File: src/hw/rtl/lsce_pkg.sv
package lsce_pkg;

  localparam int SENSOR_COUNT_DEFAULT = 16;
  localparam int INPUT_BITS = 16;

  localparam int MODE_W = 2;
  localparam int MAG_W = 5;
  localparam int WMAG_W = 9;
  localparam int WEIGHT_W = WMAG_W + 1;
  localparam int SUM_W = 14;
  localparam int NUM_W = 20;
  localparam int COUNT_W = 5;
  localparam int ERROR_W = 15;

  localparam int DIV_BITS = 4;
  localparam int DIV_STAGES = (NUM_W + DIV_BITS - 1) / DIV_BITS;

  localparam int ADDR_W = 3;
  localparam int DATA_W = 32;
  localparam logic REG_IDX_WEIGHT_MODE = 1'b0;

  localparam logic [ERROR_W-1:0] ERR_POS_LIMIT = 15'd16383;
  localparam logic [ERROR_W-1:0] ERR_NEG_LIMIT = 15'd16384;

  typedef enum logic [MODE_W-1:0] {
    MODE_LINEAR = 2'd0,
    MODE_SQUARE = 2'd1,
    MODE_EXP    = 2'd2
  } weight_mode_t;

  localparam logic [WMAG_W-1:0] EXP_TABLE [8] = '{
    9'd1, 9'd2, 9'd4, 9'd8, 9'd16, 9'd32, 9'd48, 9'd64
  };

  typedef struct packed {
    logic               neg;
    logic [NUM_W-1:0]   num;
    logic [COUNT_W-1:0] count;
  } quot_req_t;

  typedef struct packed {
    logic               neg;
    logic [NUM_W-1:0]   quo;
    logic [COUNT_W-1:0] count;
  } quot_rsp_t;

  function automatic logic [WMAG_W-1:0] weight_mag(input logic [MODE_W-1:0] mode,
                                                    input logic [MAG_W-1:0] mag);
    logic [2*MAG_W-1:0] sq;
    logic [MAG_W-1:0] tmag;
    logic [WMAG_W-1:0] res;
    sq = {{MAG_W{1'b0}}, mag} * {{MAG_W{1'b0}}, mag};
    tmag = (mag > 5'd8) ? 5'd8 : mag;
    case (weight_mode_t'(mode))
      MODE_SQUARE: res = sq[WMAG_W-1:0];
      MODE_EXP:    res = EXP_TABLE[3'(tmag - 5'd1)];
      default:     res = WMAG_W'(mag);
    endcase
    return res;
  endfunction

endpackage

File: src/hw/rtl/lsce_front.sv
module lsce_front #(
  parameter int SENSOR_COUNT = lsce_pkg::SENSOR_COUNT_DEFAULT
) (
  input  logic                          clk,
  input  logic                          rst,
  input  logic [lsce_pkg::MODE_W-1:0]     weight_mode,
  input  logic                          up_valid,
  output logic                          up_ready,
  input  logic [lsce_pkg::INPUT_BITS-1:0] sensor_bits,
  output logic                          dn_valid,
  input  logic                          dn_ready,
  output lsce_pkg::quot_req_t           dn_req
);
  import lsce_pkg::*;

  localparam int HALF = SENSOR_COUNT / 2;
  localparam int USED = (SENSOR_COUNT < INPUT_BITS) ? SENSOR_COUNT : INPUT_BITS;
  localparam int STAGES = 4;
  localparam int PARTS = 4;
  localparam int PART_LEN = INPUT_BITS / PARTS;
  localparam int PCNT_W = $clog2(PART_LEN + 1);

  logic [STAGES-1:0] valid;
  logic [STAGES-1:0] load;

  logic signed [WEIGHT_W-1:0] weight [INPUT_BITS];
  logic signed [WEIGHT_W-1:0] weight_next [INPUT_BITS];
  logic [INPUT_BITS-1:0]      lit;
  logic [INPUT_BITS-1:0]      lit_next;

  logic signed [SUM_W-1:0] psum [PARTS];
  logic signed [SUM_W-1:0] psum_next [PARTS];
  logic [PCNT_W-1:0]       pcnt [PARTS];
  logic [PCNT_W-1:0]       pcnt_next [PARTS];

  logic signed [SUM_W-1:0] sum;
  logic signed [SUM_W-1:0] sum_next;
  logic [COUNT_W-1:0]      count;
  logic [COUNT_W-1:0]      count_next;

  logic [SUM_W-1:0]        absval;
  quot_req_t               req;
  quot_req_t               req_next;

  always_comb begin
    load[STAGES-1] = !valid[STAGES-1] || dn_ready;
    for (int i = STAGES - 2; i >= 0; i--) begin
      load[i] = !valid[i] || load[i+1];
    end
  end

  assign up_ready = load[0];
  assign dn_valid = valid[STAGES-1];
  assign dn_req = req;

  always_ff @(posedge clk) begin
    if (rst) begin
      valid <= '0;
    end else begin
      if (load[0]) begin
        valid[0] <= up_valid;
      end
      for (int i = 1; i < STAGES; i++) begin
        if (load[i]) begin
          valid[i] <= valid[i-1];
        end
      end
    end
  end

  always_comb begin
    logic [WMAG_W-1:0] wm;
    for (int k = 0; k < INPUT_BITS; k++) begin
      wm = weight_mag(weight_mode, MAG_W'((k < HALF) ? (HALF - k) : (k - HALF + 1)));
      lit_next[k] = sensor_bits[k] && (k < USED);
      if (!lit_next[k]) begin
        weight_next[k] = '0;
      end else if (k < HALF) begin
        weight_next[k] = -$signed({1'b0, wm});
      end else begin
        weight_next[k] = $signed({1'b0, wm});
      end
    end
  end

  always_comb begin
    for (int p = 0; p < PARTS; p++) begin
      psum_next[p] = '0;
      pcnt_next[p] = '0;
      for (int j = 0; j < PART_LEN; j++) begin
        psum_next[p] = psum_next[p] + SUM_W'(weight[p*PART_LEN+j]);
        pcnt_next[p] = pcnt_next[p] + PCNT_W'(lit[p*PART_LEN+j]);
      end
    end
  end

  always_comb begin
    sum_next = '0;
    count_next = '0;
    for (int p = 0; p < PARTS; p++) begin
      sum_next = sum_next + psum[p];
      count_next = count_next + COUNT_W'(pcnt[p]);
    end
  end

  always_comb begin
    absval = sum[SUM_W-1] ? SUM_W'(-sum) : SUM_W'(sum);
    req_next.neg = sum[SUM_W-1];
    req_next.num = (NUM_W'(absval) << 7) + (NUM_W'(absval) << 6) + (NUM_W'(absval) << 3);
    req_next.count = count;
  end

  always_ff @(posedge clk) begin
    if (load[0]) begin
      weight <= weight_next;
      lit <= lit_next;
    end
    if (load[1]) begin
      psum <= psum_next;
      pcnt <= pcnt_next;
    end
    if (load[2]) begin
      sum <= sum_next;
      count <= count_next;
    end
    if (load[3]) begin
      req <= req_next;
    end
  end

endmodule

File: src/hw/rtl/lsce_div.sv
module lsce_div (
  input  logic                clk,
  input  logic                rst,
  input  logic                up_valid,
  output logic                up_ready,
  input  lsce_pkg::quot_req_t up_req,
  output logic                dn_valid,
  input  logic                dn_ready,
  output lsce_pkg::quot_rsp_t dn_rsp
);
  import lsce_pkg::*;

  localparam int PAD_W = DIV_STAGES * DIV_BITS;

  logic [DIV_STAGES-1:0] valid;
  logic [DIV_STAGES-1:0] load;

  logic               neg [DIV_STAGES];
  logic [PAD_W-1:0]   num [DIV_STAGES];
  logic [PAD_W-1:0]   quo [DIV_STAGES];
  logic [COUNT_W-1:0] rem [DIV_STAGES];
  logic [COUNT_W-1:0] den [DIV_STAGES];

  logic               neg_next [DIV_STAGES];
  logic [PAD_W-1:0]   num_next [DIV_STAGES];
  logic [PAD_W-1:0]   quo_next [DIV_STAGES];
  logic [COUNT_W-1:0] rem_next [DIV_STAGES];
  logic [COUNT_W-1:0] den_next [DIV_STAGES];

  always_comb begin
    load[DIV_STAGES-1] = !valid[DIV_STAGES-1] || dn_ready;
    for (int i = DIV_STAGES - 2; i >= 0; i--) begin
      load[i] = !valid[i] || load[i+1];
    end
  end

  assign up_ready = load[0];
  assign dn_valid = valid[DIV_STAGES-1];
  assign dn_rsp.neg = neg[DIV_STAGES-1];
  assign dn_rsp.quo = quo[DIV_STAGES-1][NUM_W-1:0];
  assign dn_rsp.count = den[DIV_STAGES-1];

  always_ff @(posedge clk) begin
    if (rst) begin
      valid <= '0;
    end else begin
      if (load[0]) begin
        valid[0] <= up_valid;
      end
      for (int i = 1; i < DIV_STAGES; i++) begin
        if (load[i]) begin
          valid[i] <= valid[i-1];
        end
      end
    end
  end

  always_comb begin
    logic [PAD_W-1:0]   n;
    logic [PAD_W-1:0]   q;
    logic [COUNT_W-1:0] r;
    logic [COUNT_W-1:0] d;
    logic [COUNT_W:0]   re;
    for (int s = 0; s < DIV_STAGES; s++) begin
      if (s == 0) begin
        n = PAD_W'(up_req.num);
        q = '0;
        r = '0;
        d = up_req.count;
        neg_next[s] = up_req.neg;
      end else begin
        n = num[s-1];
        q = quo[s-1];
        r = rem[s-1];
        d = den[s-1];
        neg_next[s] = neg[s-1];
      end
      for (int b = 0; b < DIV_BITS; b++) begin
        re = {r, n[PAD_W-1]};
        n = {n[PAD_W-2:0], 1'b0};
        if (re >= {1'b0, d}) begin
          re = re - {1'b0, d};
          q = {q[PAD_W-2:0], 1'b1};
        end else begin
          q = {q[PAD_W-2:0], 1'b0};
        end
        r = re[COUNT_W-1:0];
      end
      num_next[s] = n;
      quo_next[s] = q;
      rem_next[s] = r;
      den_next[s] = d;
    end
  end

  always_ff @(posedge clk) begin
    for (int s = 0; s < DIV_STAGES; s++) begin
      if (load[s]) begin
        neg[s] <= neg_next[s];
        num[s] <= num_next[s];
        quo[s] <= quo_next[s];
        rem[s] <= rem_next[s];
        den[s] <= den_next[s];
      end
    end
  end

endmodule

File: src/hw/rtl/line_sensor_centroid_error.sv
// Line sensor centroid error: each beat on the sensor channel is one snapshot of the sensor
// bar, and each beat on the result channel is the weighted centroid of the lit sensors times
// 12.5 in Q4 (error_q4, truncated toward zero, saturated to 15 bits, 0 when nothing is lit)
// with the lit count. The block takes one snapshot per clock when the result side is not
// stalled and returns results in order through weighting and summing stages, a restoring
// divider that resolves four quotient bits per stage, and one output register. The weight
// mode register at byte address 0 selects linear (0 or 3), signed squared (1) or
// exponential table (2) weights and must be written only while no snapshot is in flight.
module line_sensor_centroid_error #(
  parameter int SENSOR_COUNT = lsce_pkg::SENSOR_COUNT_DEFAULT
) (
  input  logic                                 clk,
  input  logic                                 rst,
  input  logic                                 sensor_valid,
  output logic                                 sensor_ready,
  input  logic [lsce_pkg::INPUT_BITS-1:0]        sensor_bits,
  output logic                                 result_valid,
  input  logic                                 result_ready,
  output logic signed [lsce_pkg::ERROR_W-1:0]    error_q4,
  output logic [lsce_pkg::COUNT_W-1:0]           lit_count,
  input  logic                                 psel,
  input  logic                                 penable,
  input  logic                                 pwrite,
  input  logic [lsce_pkg::ADDR_W-1:0]            paddr,
  input  logic [lsce_pkg::DATA_W-1:0]            pwdata,
  output logic [lsce_pkg::DATA_W-1:0]            prdata,
  output logic                                 pready
);
  import lsce_pkg::*;

  logic [MODE_W-1:0] weight_mode;
  logic              reg_sel;

  logic      front_valid;
  logic      front_ready;
  quot_req_t front_req;
  logic      div_valid;
  logic      div_ready;
  quot_rsp_t div_rsp;

  logic [ERROR_W-1:0] mag_next;
  logic [ERROR_W-1:0] error_next;

  assign pready = 1'b1;
  assign reg_sel = (paddr[ADDR_W-1] == REG_IDX_WEIGHT_MODE);
  assign prdata = reg_sel ? DATA_W'(weight_mode) : '0;

  always_ff @(posedge clk) begin
    if (rst) begin
      weight_mode <= MODE_LINEAR;
    end else if (psel && penable && pwrite && pready && reg_sel) begin
      weight_mode <= pwdata[MODE_W-1:0];
    end
  end

  lsce_front #(
    .SENSOR_COUNT(SENSOR_COUNT)
  ) u_front (
    .clk        (clk),
    .rst        (rst),
    .weight_mode(weight_mode),
    .up_valid   (sensor_valid),
    .up_ready   (sensor_ready),
    .sensor_bits(sensor_bits),
    .dn_valid   (front_valid),
    .dn_ready   (front_ready),
    .dn_req     (front_req)
  );

  lsce_div u_div (
    .clk     (clk),
    .rst     (rst),
    .up_valid(front_valid),
    .up_ready(front_ready),
    .up_req  (front_req),
    .dn_valid(div_valid),
    .dn_ready(div_ready),
    .dn_rsp  (div_rsp)
  );

  assign div_ready = !result_valid || result_ready;

  always_comb begin
    if (div_rsp.neg) begin
      mag_next = (div_rsp.quo > NUM_W'(ERR_NEG_LIMIT)) ? ERR_NEG_LIMIT
                                                       : div_rsp.quo[ERROR_W-1:0];
      error_next = -mag_next;
    end else begin
      mag_next = (div_rsp.quo > NUM_W'(ERR_POS_LIMIT)) ? ERR_POS_LIMIT
                                                       : div_rsp.quo[ERROR_W-1:0];
      error_next = mag_next;
    end
    if (div_rsp.count == '0) begin
      error_next = '0;
    end
  end

  always_ff @(posedge clk) begin
    if (rst) begin
      result_valid <= 1'b0;
    end else if (div_ready) begin
      result_valid <= div_valid;
    end
  end

  always_ff @(posedge clk) begin
    if (div_ready) begin
      error_q4 <= $signed(error_next);
      lit_count <= div_rsp.count;
    end
  end

endmodule

File: config.mk
export PLATFORM = sky130hd
export DESIGN_NAME = line_sensor_centroid_error
export DESIGN_NICKNAME = d
export VERILOG_FILES = /design/src/hw/rtl/lsce_pkg.sv /design/src/hw/rtl/lsce_front.sv /design/src/hw/rtl/lsce_div.sv /design/src/hw/rtl/line_sensor_centroid_error.sv
export SDC_FILE = /design/constraint.sdc
export NUM_CORES = 1
export LEC_CHECK = 0
export BUFFER_PORTS_ARGS = -buffer_cell sky130_fd_sc_hd__buf_2
export CAP_MARGIN = 25
export CORE_MARGIN = 3
export CORE_UTILIZATION = 35
export CTS_CLUSTER_SIZE = 28
export DETAILED_ROUTE_END_ITERATION = 16
export GPL_ROUTABILITY_DRIVEN = 0
export GPL_TIMING_DRIVEN = 1
export PLACE_DENSITY_LB_ADDON = 0.3
export SETUP_SLACK_MARGIN = 0.1
export SYNTH_ARGS = -nofsm -noshare
export SYNTH_HDL_FRONTEND = slang
export SYNTH_HIERARCHICAL = 1
export SYNTH_SLANG_ARGS = --single-unit
export TNS_END_PERCENT = 5
File: constraint.sdc
create_clock -name clk -period 8.1 [get_ports clk]
set_input_delay 1.215 -clock clk [delete_from_list [all_inputs] [get_ports clk]]
set_output_delay 1.215 -clock clk [all_outputs]
set_load 0.05 [all_outputs]
==> flow_summary.yaml, run 1 <==
setup_path:
  r2r_end: "u_div/rem[0][18]"
  cp_data_arrival_time_ns: 8.09
  endpoint_kind: "flip-flop"
  ff2ff_path_depth: 29
  r2r_slack_ns: 0.31
  cp.required_ns: 8.40
  crit_top_cell: "a21o_1"
  cp-startpoint: "u_div/den[0][13]"
  slowest_delay_ns: 0.45
  crit_path_end: "u_div/rem[0][18]"
  critPathLaunchType: "flip-flop"
  r2r-start: "u_div/den[0][13]"
  criticalPathCategory: "flip-flop to flip-flop"
  cp_max_fo: 7
  worst_path_max_delay_cell: "or3_4"
sta:
  maxSlewHeadroom_pct: 37.2
  finalHoldViolCount: 0
  fin_crit_sh_pct: 96.2
  setup_tns_ns: 0
  skew_ns: 0.0144
  timing.fmax_mhz: 128
  period_minus_slack_ns: 7.79
  setup_violations: 0
  worst_pin_slew_ns: 0.942
  slew_viol_final: 0
  rsz0062_at_grt: "yes"
finish:
  syn_to_final_growth_pct: 10.6
  final_cells: 2645
  multi_input_area_um2: 9990
  layout.nets: 2171
  seqCellArea_um2: 10300
  fillCellCount: 5657
  drive_gt1_share_pct: 10.7
  fin_util_pct: 39.4
  num_antenna_cells: 0
grt:
  grt_overflow_total: 0
  grt_pass1_vias: 13100
  grt_usage_pct: 12.2
  grt_antenna_before_repair: 0
  grt_pass1_wl_um: 64600
  grt_start_max_net_pins: 73
detailed_routing:
  viasPerCell: 4.85
  drc_errors: 0
  route.vias.total: 12800
  drt_iter0_drc: 668
  antenna_left: 0
  wl_per_cell_um: 14.8
  dr.pass1.iters: 5
  routed_wirelength_um: 39100
yosys:
  synth-seq-cells: 348
  netlist_instances: 1775
  synth-async-reset-ratio_pct: 0
  synth.distinct_cells: 92
  ys.warnings.count: 6
  syn-mean-instance-area_um2: 12.2
  seq_area_frac_synth_pct: 47.8
  synth_top_flop_cell: "edfxtp_1"
  synth-edff-count: 336
  netlist_area_um2: 21600
worst_hold_path:
  holdCritPathClass: "flip-flop to flip-flop"
floorplan:
  die_h_um: 255
  coreArea_um2: 60700
  rows: 90
  fp.dieArea_um2: 64800
  ioPinCount: 113
  start_util_pct: 35.6
  die_width_um: 255
run_status:
  outcome: "completed"
clock_tree:
  clk_pin_slew_ns: 0.06
  cts_sinks: 348
  cts_tree: "done"
  cts_root_buffer: "clkbuf_16"
  cts_htree_levels: 2
  clk_path_buf_depth: 3
  numCtsBuffers: 41
  clock_latency_ns: 0.54
placement:
  post-dp-hpwl_um: 30200
  placedCellCount: 2568
  port_buffers: 49
run:
  cap_viol_max_count: 0
## worst max-delay path: cells and delay by family (launching register included)
family	cells	cell delay (ns)
compound gates	15	3.53
simple gates	6	1.25
flops	1	0.41
buf+inv	2	0.21
mux	2	0.69
fa+ha+maj	4	1.42
## repair_timing
item                                    in CTS  in global routing
resized for setup                            0                 14
endpoints found under the setup margin       0                 16
buffers inserted                             0                  1
hold endpoints to repair                     0                  0
hold buffers                                 0                  0
## Yosys cell counts, drive strengths merged, types with 5 or more instances
cell type | n | area share (%)
mux2i | 25 | 1.2
o21a | 11 | 0.38
or2 | 6 | 0.17
a21o | 46 | 1.6
o31ai | 5 | 0.20
ha | 197 | 11
nor3b | 12 | 0.42
xnor2 | 63 | 2.6
a211o | 6 | 0.24
a41o | 6 | 0.28
nand3b | 8 | 0.28
a211oi | 15 | 0.71
a21boi | 6 | 0.21
dfxtp | 12 | 1.1
or3 | 10 | 0.31
nand3 | 19 | 0.44
and4 | 5 | 0.20
a31oi | 14 | 0.40
o21ai | 61 | 1.5
o21bai | 12 | 0.42
buf | 68 | 2.4
xor2 | 41 | 1.8
a21oi | 83 | 1.9
nor2 | 76 | 1.3
fa | 86 | 8.0
o211ai | 9 | 0.36
a221o | 6 | 0.28
nor2b | 37 | 1.1
and2 | 37 | 1.1
o311ai | 6 | 0.28
inv | 231 | 4.0
nor4 | 12 | 0.47
nand2 | 59 | 1.0
clkbuf | 14 | 0.38
edfxtp | 336 | 47
nand2b | 18 | 0.52
mux2 | 24 | 1.2
or4 | 5 | 0.17
nor3 | 19 | 0.51
and3 | 14 | 0.40
## per-stage QoR
| step | hold slack (ns) | setup WS (ns) | cell area (um2) |
|---|---|---|---|
| 2_1_floorplan | 0.400 | 0.731 | 21700 |
| 3_3_place_gp | 0.401 | 0.236 | 22500 |
| 3_5_place_dp | 0.405 | 0.135 | 22500 |
| 4_1_cts | 0.419 | 0.114 | 23900 |
| 5_1_grt | 0.422 | 0.00225 | 23900 |
| 6_report | 0.414 | 0.309 | 23900 |
## flip-flops by register name, summed over array words and instances, names as in the netlist, 12 cells and up
| name | flops |
|---|---|
| u_front/weight | 57 |
| u_div/num | 40 |
| u_front/dn_req | 23 |
| u_front/sum | 14 |
| u_div/den | 25 |
| u_div/rem | 20 |
| u_div/quo | 60 |
| u_front/psum | 40 |
| error_q4 | 15 |
| u_front/pcnt | 12 |
| u_front/lit | 15 |
## area by class of cell
type / count / area share (%)
inverter: 232 / 3.64
clock inverter: 18 / 0.753
multi-input combinational: 1144 / 41.8
timing repair buffer: 63 / 1.52
tap: 782 / 4.09
sequential: 348 / 43.2
clock buffer: 58 / 5.07
## metal layers
layer | up-vias | GRT usage, % | part of all wire [%]
met3 | 67 | 1.98 | 3.4
met1 | 6165 | 14.6 | 43
met2 | 221 | 22.7 | 52
met4 | 0 | 3.23 | 2.1
li1 | 6371 | - | -
met5 | - | 0 | 0
## cell usage in the layout, fill, tap and decap left out, types with 11 or more instances in the layout
master	Yosys	layout
a21o_1	46	46
a21oi_1	83	82
a31oi_1	14	14
and2_1	36	36
and3_1	14	13
buf_2	3	49
buf_4	62	13
clkbuf_16	0	43
conb_1	3	34
dfxtp_1	12	12
edfxtp_1	336	336
fa_1	86	86
ha_1	197	197
inv_1	229	227
mux2_2	22	22
mux2i_1	25	24
nand2_1	57	56
nand2b_1	18	18
nand3_1	19	19
nor2_1	75	74
nor2b_1	37	37
nor3_1	16	16
nor3b_1	12	12
o21a_1	11	11
o21ai_0	53	50
o21bai_1	12	12
xnor2_1	63	63
xor2_1	38	38
## kinds of logic (layout without fill, tap and decap cells)
family | after synthesis | count (layout) | synth area share (%)
AND/OR/NAND/NOR | 351 | 351 | 8.96
flip-flops | 348 | 348 | 47.8
AO/OA/AOI/OAI | 323 | 323 | 10.4
buffers and inverters | 314 | 371 | 6.79
adder cells (fa/ha/maj) | 283 | 283 | 19.4
XOR/XNOR | 104 | 104 | 4.32
multiplexers | 49 | 49 | 2.41
other | 3 | 34 | 0.0521
## worst min-delay path by stage
stage / start / endpoint / slack, ns / depth (start not counted)
after floorplan: u_front/dn_req[25] / u_div/neg[0][0] / 0.40 / 0
after global placement: u_div/num[0][1] / u_div/num[0][17] / 0.40 / 0
after detailed placement: u_front/dn_req[19] / u_div/num[0][14] / 0.40 / 0
after CTS: u_div/num[0][7] / u_div/num[0][23] / 0.42 / 0
after global routing: u_front/dn_req[15] / u_div/num[0][10] / 0.42 / 0
final: u_div/num[0][23] / u_div/num[0][39] / 0.41 / 0
Power of run 1 is not shown: default switching activity piles up to over one toggle a cycle in this logic, so the estimate is an artifact.
==> run 2: changes to the inputs <==
==> constraint.sdc (replaced) <==
create_clock -name clk -period 8.95 [get_ports clk]
set_input_delay 1.3425 -clock clk [delete_from_list [all_inputs] [get_ports clk]]
set_output_delay 1.3425 -clock clk [all_outputs]
set_load 0.05 [all_outputs]
==> run 2 against run 1 <==
Against the previous run:
- global-route usage is essentially flat
- worst hold slack worse by 0.0011 ns
- first-iteration DRC count decreased by 18%
- final area shrank 0.21%
- non-clock buffer count decreased by 6
- register-to-register slack better by 0.24 ns
- via count about the same
- utilization shrank 0.085 points
- worst setup slack improved by 0.24 ns
- cell count is 0.23% lower
==> flow_summary.yaml, run 2 (synthesis results as in run 1) <==
grt:
  grt_overflow_total: 0
  grt_antenna_before_repair: 0
  grt_usage_pct: 12.2
  grt_pass1_wl_um: 64100
  grt_pass1_vias: 13000
  grt_start_max_net_pins: 73
finish:
  largest_reg_flops: 60
  reg.largest.list: "u_div/quo x60, u_front/weight x57"
  drive_gt1_share_pct: 9.91
  fillCellCount: 5708
  top_register: "u_div/quo"
  layout.nets: 2165
  num_antenna_cells: 0
  syn_to_final_growth_pct: 10.4
  mostFrequentLayoutCell: "edfxtp_1"
  final_cell_mix: "edfxtp_1, inv_1, ha_1, fa_1, a21oi_1"
  fin_util_pct: 39.3
run:
  cap_viol_max_count: 0
floorplan:
  start_util_pct: 35.6
  die_h_um: 255
  ioPinCount: 113
  fp.dieArea_um2: 64800
  coreArea_um2: 60700
  die_width_um: 255
  rows: 90
setup_path:
  worst_path_max_delay_cell: "or3_1"
  critical_path.top_delay_family: "compound AO/OA/AOI/OAI gates"
  cp_data_arrival_time_ns: 8.69
  cp_max_fo: 13
  worst-path-buf-inv: 3
  cp.required_ns: 9.24
  critPathLaunchType: "flip-flop"
  endpoint_kind: "flip-flop"
  slowest_delay_ns: 0.53
  r2r-start: "u_div/den[0][11]"
  cp-startpoint: "u_div/den[0][11]"
  criticalPathCategory: "flip-flop to flip-flop"
clock_tree:
  cts_htree_levels: 2
  cts_root_buffer: "clkbuf_16"
  clock_latency_ns: 0.57
  cts_hold_buf: 0
  clk_pin_slew_ns: 0.06
  cts_tree: "done"
  numCtsBuffers: 41
  clk_path_buf_depth: 3
  cts_sinks: 348
sta:
  worst_pin_slew_ns: 0.975
  period_minus_slack_ns: 8.40
  maxSlewHeadroom_pct: 35.0
  fin_ws_ns: 0.549
  setup_tns_ns: 0
  timing.fmax_mhz: 119
  finalHoldViolCount: 0
  rsz0062_at_grt: "yes"
  slew_viol_final: 0
  setup_violations: 0
  fin_crit_sh_pct: 93.9
  skew_ns: 0.0253
worst_hold_path:
  hp-start: "u_div/num[0][23]"
  holdCritPathClass: "flip-flop to flip-flop"
detailed_routing:
  antenna_left: 0
  drt_iter0_drc: 545
  dr.pass1.iters: 5
  route.vias.total: 12800
  wl_per_cell_um: 14.7
  routed_wirelength_um: 38900
  drc_errors: 0
  viasPerCell: 4.86
run_status:
  outcome: "completed"
placement:
  port_buffers: 49
  post-dp-hpwl_um: 30200
  place_ws_ns: 0.474
-- run 2: changes by cell type in the layout (fill, tap and decap cells not counted), sizes merged --
cell      change
buf           -6
clkbuf        -4
bufinv        +3
clkinvlp      +1
-- run 2: metrics by stage --
stage	cells	hold WS, ns	instance area (um2)
after global routing	2639	0.421	23900
after global placement	2561	0.402	22400
after detailed placement	2561	0.405	22400
after floorplan	1806	0.400	21700
after CTS	2637	0.413	23800
final	2639	0.413	23900
-- run 2: final cells by class --
cell class                      count  area (um2)  share of cell area (%)
Tap cell                          782         978                    4.10
Inverter                          232         871                    3.65
Multi-Input combinational cell   1144        9950                    41.7
Clock buffer                       54        1130                    4.75
Timing Repair Buffer               57         318                    1.33
Sequential cell                   348       10300                    43.3
Clock inverter                     22         293                    1.23
-- run 2: worst paths after layout --
kind                 endpoint  depth (start not counted)  slack, ns
min reg2reg  u_div/num[0][39]                          0       0.41
max          u_div/rem[0][18]                         29       0.55
min          u_div/num[0][39]                          0       0.41
max reg2reg  u_div/rem[0][18]                         29       0.55
-- run 2: what timing repair did --
item                       4_1_cts  5_1_grt
setup buffers                    0        1
gates resized for setup          0        2
setup endpoints to repair        0        7
-- run 2: per-layer routing --
metal  GRT usage (%)  part of all wire (%)  vias to the layer above
li1                -                     -                     6355
met1            14.3                    42                     6193
met2            22.7                    52                      199
met3            1.97                   3.3                       70
met4            3.91                   2.5                        0
met5               0                     0                        -
-- run 2: worst reg2reg max path, delay by kind of cell, from the launching register on --
family	cells	cell delay (ns)
flip-flops	1	0.49
adder cells (fa/ha/maj)	4	1.74
AO/OA/AOI/OAI	14	3.21
buffers and inverters	3	0.58
AND/OR/NAND/NOR	6	1.39
multiplexers	2	0.76
Power of run 2 is left out for the same reason.
